[src/rtl/thi_div.sv]
// Iterative restoring divider, one quotient bit per cycle.
// Requires dividend < divisor * 2**QW.
module thi_div #(
    parameter int DW = 24,
    parameter int VW = 18,
    parameter int QW = 24
) (
    input  logic          aclk,
    input  logic          aresetn,
    input  logic          start,
    input  logic [DW-1:0] dividend,
    input  logic [VW-1:0] divisor,
    output logic          done,
    output logic [QW-1:0] quotient,
    output logic [VW-1:0] remainder
);

    localparam int CNT_W = $clog2(QW + 1);

    logic             busy_reg, busy_next;
    logic             done_reg, done_next;
    logic [CNT_W-1:0] cnt_reg, cnt_next;
    logic [VW-1:0]    rem_reg, rem_next;
    logic [QW-1:0]    quo_reg, quo_next;
    logic [VW-1:0]    dsr_reg, dsr_next;
    logic [VW+1:0]    diff;

    // trial subtract of the divisor from the shifted partial remainder
    assign diff = {1'b0, rem_reg, quo_reg[QW-1]} - {2'b00, dsr_reg};

    always_comb begin
        busy_next = busy_reg;
        done_next = 1'b0;
        cnt_next  = cnt_reg;
        rem_next  = rem_reg;
        quo_next  = quo_reg;
        dsr_next  = dsr_reg;
        if (start) begin
            busy_next = 1'b1;
            cnt_next  = '0;
            rem_next  = VW'(dividend >> QW);
            quo_next  = dividend[QW-1:0];
            dsr_next  = divisor;
        end else if (busy_reg) begin
            if (!diff[VW+1]) begin
                rem_next = diff[VW-1:0];
            end else begin
                rem_next = {rem_reg[VW-2:0], quo_reg[QW-1]};
            end
            quo_next = {quo_reg[QW-2:0], ~diff[VW+1]};
            cnt_next = cnt_reg + 1'b1;
            if (cnt_reg == CNT_W'(QW - 1)) begin
                busy_next = 1'b0;
                done_next = 1'b1;
            end
        end
    end

    always_ff @(posedge aclk) begin
        if (!aresetn) begin
            busy_reg <= 1'b0;
            done_reg <= 1'b0;
            cnt_reg  <= '0;
        end else begin
            busy_reg <= busy_next;
            done_reg <= done_next;
            cnt_reg  <= cnt_next;
        end
        rem_reg <= rem_next;
        quo_reg <= quo_next;
        dsr_reg <= dsr_next;
    end

    assign done      = done_reg;
    assign quotient  = quo_reg;
    assign remainder = rem_reg;

endmodule

[config.mk]
export PLATFORM = sky130hd
export DESIGN_NAME = thi_div
export DESIGN_NICKNAME = d
export VERILOG_FILES = /design/src/rtl/thi_div.sv
export SDC_FILE = /design/constraint.sdc
export NUM_CORES = 1
export LEC_CHECK = 0
export ABC_AREA = 1
export BUFFER_PORTS_ARGS = -buffer_cell sky130_fd_sc_hd__buf_2
export CAP_MARGIN = 20
export CORE_AREA = 2 2 156 82
export CTS_CLUSTER_SIZE = 25
export DETAILED_ROUTE_END_ITERATION = 10
export DIE_AREA = 0 0 158 84
export PLACE_DENSITY_LB_ADDON = 0.05
export SYNTH_ARGS = -nofsm -noshare
export SYNTH_HDL_FRONTEND = slang
export SYNTH_SLANG_ARGS = --single-unit
export TNS_END_PERCENT = 20
[constraint.sdc]
create_clock -name aclk -period 5.5 [get_ports aclk]
set_input_delay 0.55 -clock aclk [delete_from_list [all_inputs] [get_ports aclk]]
set_output_delay 0.55 -clock aclk [all_outputs]
set_load 0.1 [all_outputs]
==> out/qor.txt <==
CTS max path bufs = 2
Count of pins over their slew limit = 0
Routed via count = 3593
Clk slew on worst S/H paths = 0.06 ns
Non-Filler Instances = 804
Fin crit period = 2.41 ns
Vias per inst = 4.47
Number of flip-flops in the largest register = 24
Syn-to-layout area delta = 23.2%
Clk root buf = clkbuf_16
Antenna diode count = 0
Post-CTS Setup Inserts = 0
Pwr Density = 295 mW/mm²
Measured slew at the worst slew-check pin = 0.565 ns
Flop-to-flop setup slack = 3.09 ns
H-tree levels = 3
Largest net degree at the start of global routing = 47
Row Count = 29
Post-synthesis sequential area ratio = 0.433
Max_cap viols = 0
Post-synthesis cell count = 539
Mapped cell area = 0.00406 mm²
Crit path DAT = 2.50 ns
Period Utilization, post-route = 0.437
Setup TNS = 0 ns
Number of global-route vias before repair = 3216
Class of the worst hold path = in -> reg
Area occupied by multi-input gates = 0.00187 mm²
Avg Inst Size Synth = 7.54 µm²
Run status = finished, final reports clean
DRT Pass-1 Iters = 5
Peak VDD IR = 147 µV
PostCTS Resize Cnt = 0
Core region area = 0.0121 mm²
Layout cells sized above 1 = 0.213
Fmax = 416 MHz
Seq cells post-synth = 67
First-pass GRT wire length = 17300 µm
Worst Path Required = 5.59 ns
ANT nets after route = 0
Later-pin clock latency in the skew report = 0.34 ns
Final Core Density = 0.413
Setup Crit Path Kind = reg -> reg
Hold Violations, Final = 0
Post-Syn Nets = 604
Fill count = 1310
Synth warn = 0
Dpl cells = 787
Crit Path Max Fanout = 22
GPL Wtd Cong = 0.898
CP endpoint kind = flip-flop
Final #Nets = 694
Total Routing Usage GR = 0.172
Sequential cell area = 0.00176 mm²
Grt ovf = 0
Relative slew slack = 0.623
Final setup vio count = 0
Max Clock Skew = 0.0133 ns
Starting density of the core = 0.335
Total CTS buffers = 9
Post-DP HPWL = 7990 µm
Routed len/inst = 13.6 µm
DIE WIDTH = 158 µm
RSZ-0062 raised after global routing = false
Die Area = 0.0133 mm²
Critical path startpoint category = flip-flop
CTS tree = built
# port buffers = 87
Die height = 84 µm
Hold Buf Count CTS = 0
Drc violations = 0
Synth cell types = 34
Clk sinks = 67
Num ports = 88
WL final = 10900 µm
Leak Pwr = 2.63 nW
Starting DRC count in detailed routing = 265
Initial antenna violation count = 0
==> critical path, stage by stage, from the launching register on <==
cell and delay (ns):
dfxtp_1 0.34, ha_1 0.37, nand2_1 0.10, nand2_1 0.09, nand2_1 0.09, a21oi_1 0.11
nor2_4 0.42, nand3_4 0.42, nand2_1 0.15, nand2_1 0.06
==> synthesized netlist by cell type <==
| library cell | count | area, µm² |
|---|---|---|
| dfxtp_1 | 25 | 500 |
| xnor2_1 | 5 | 43.8 |
| nor2_8 | 1 | 20.0 |
| a311oi_1 | 1 | 8.76 |
| nand3_1 | 30 | 150 |
| inv_2 | 4 | 15.0 |
| xor2_1 | 2 | 17.5 |
| nand2_2 | 4 | 25.0 |
| o21ai_2 | 1 | 8.76 |
| o21ai_0 | 4 | 20.0 |
| nand2_4 | 1 | 11.3 |
| nand3_2 | 9 | 90.1 |
| buf_2 | 3 | 15.0 |
| a21oi_1 | 12 | 60.1 |
| nor4_1 | 2 | 12.5 |
| nand3_4 | 1 | 17.5 |
| nand3b_4 | 1 | 20.0 |
| a31oi_1 | 1 | 6.26 |
| ha_1 | 19 | 238 |
| nand4_1 | 18 | 113 |
| inv_1 | 93 | 349 |
| o21bai_1 | 1 | 7.51 |
| nor2_1 | 24 | 90.1 |
| a21oi_2 | 1 | 8.76 |
| nor2_4 | 1 | 11.3 |
| fa_1 | 1 | 20.0 |
| nor2_2 | 4 | 25.0 |
| edfxtp_1 | 42 | 1260 |
| buf_8 | 2 | 30.0 |
| and2_1 | 1 | 6.26 |
| nand2_1 | 204 | 766 |
| o21ai_1 | 7 | 35.0 |
| nor3_1 | 7 | 35.0 |
| clkbuf_1 | 7 | 26.3 |
==> report_power, final <==
part / switching [mW] / internal [mW] / leakage, nW
sequential: 0.0150 / 0.572 / 0.625
combinational: 0.230 / 0.0605 / 1.85
clock: 0.228 / 0.373 / 0.154
==> path summary, 6_finish.rpt <==
| kind | from | endpoint | cells after the start |
|---|---|---|---|
| max | remainder[11]$_SDFFE_PP0P_ | quotient[0]$_DFFE_PP_ | 9 |
| min | divisor[6] | dsr_reg[6]$_DFFE_PP_ | 1 |
| min reg2reg | remainder[13]$_SDFFE_PP0P_ | remainder[13]$_SDFFE_PP0P_ | 2 |
| max reg2reg | remainder[11]$_SDFFE_PP0P_ | quotient[0]$_DFFE_PP_ | 9 |
==> metrics by stage <==
stage / power (mW) / hold WS (ns) / instance area [µm²] / worst slack [ns]
final: 1.48 / 0.383 / 5010 / 3.09
after floorplan: 0.820 / 0.449 / 4060 / 3.00
after detailed placement: 0.885 / 0.476 / 4660 / 3.00
after global placement: 0.884 / 0.477 / 4660 / 3.00
after global routing: 1.54 / 0.371 / 5010 / 2.81
after CTS: 1.49 / 0.370 / 4980 / 3.09
==> cell usage in the layout, fill, tap and decap left out, types with 2 or more instances in the layout <==
| master | count |
|---|---|
| inv_1 | 93 |
| o21ai_0 | 4 |
| nor4_1 | 2 |
| buf_4 | 3 |
| a21oi_1 | 12 |
| nor3_1 | 7 |
| inv_2 | 4 |
| nand2_2 | 4 |
| nand4_1 | 18 |
| xor2_1 | 2 |
| buf_2 | 87 |
| dfxtp_1 | 25 |
| clkbuf_8 | 3 |
| nor2_2 | 4 |
| nor2_1 | 24 |
| edfxtp_1 | 42 |
| xnor2_1 | 5 |
| ha_1 | 19 |
| inv_6 | 2 |
| nand3_2 | 9 |
| clkbuf_16 | 10 |
| o21ai_1 | 7 |
| nand2_1 | 204 |
| nand3_1 | 30 |
==> cell families (layout without fill, tap and decap cells) <==
logic type,after synthesis,after routing,share of synthesized area
AO/OA/AOI/OAI,28,28,0.0382
XOR/XNOR,7,7,0.0151
adder cells (fa/ha/maj),20,20,0.0634
buffers and inverters,109,204,0.107
flip-flops,67,67,0.433
AND/OR/NAND/NOR,308,308,0.343
==> layout make-up <==
class	count	area share
Clock buffer	13	0.0582
Clock inverter	3	0.00500
Inverter	97	0.0727
Multi-Input combinational cell	363	0.373
Sequential cell	67	0.352
Tap cell	170	0.0425
Timing Repair Buffer	91	0.0970
==> per-layer routing <==
layer | part of all wire | up-vias | global-route usage
met4 | 0.0072 | 0 | 0.0418
li1 | - | 1889 | -
met1 | 0.56 | 1600 | 0.283
met3 | 0.072 | 6 | 0.0519
met2 | 0.36 | 98 | 0.207
met5 | 0 | - | 0
No activity file was read; power rests on OpenSTA's default activity.
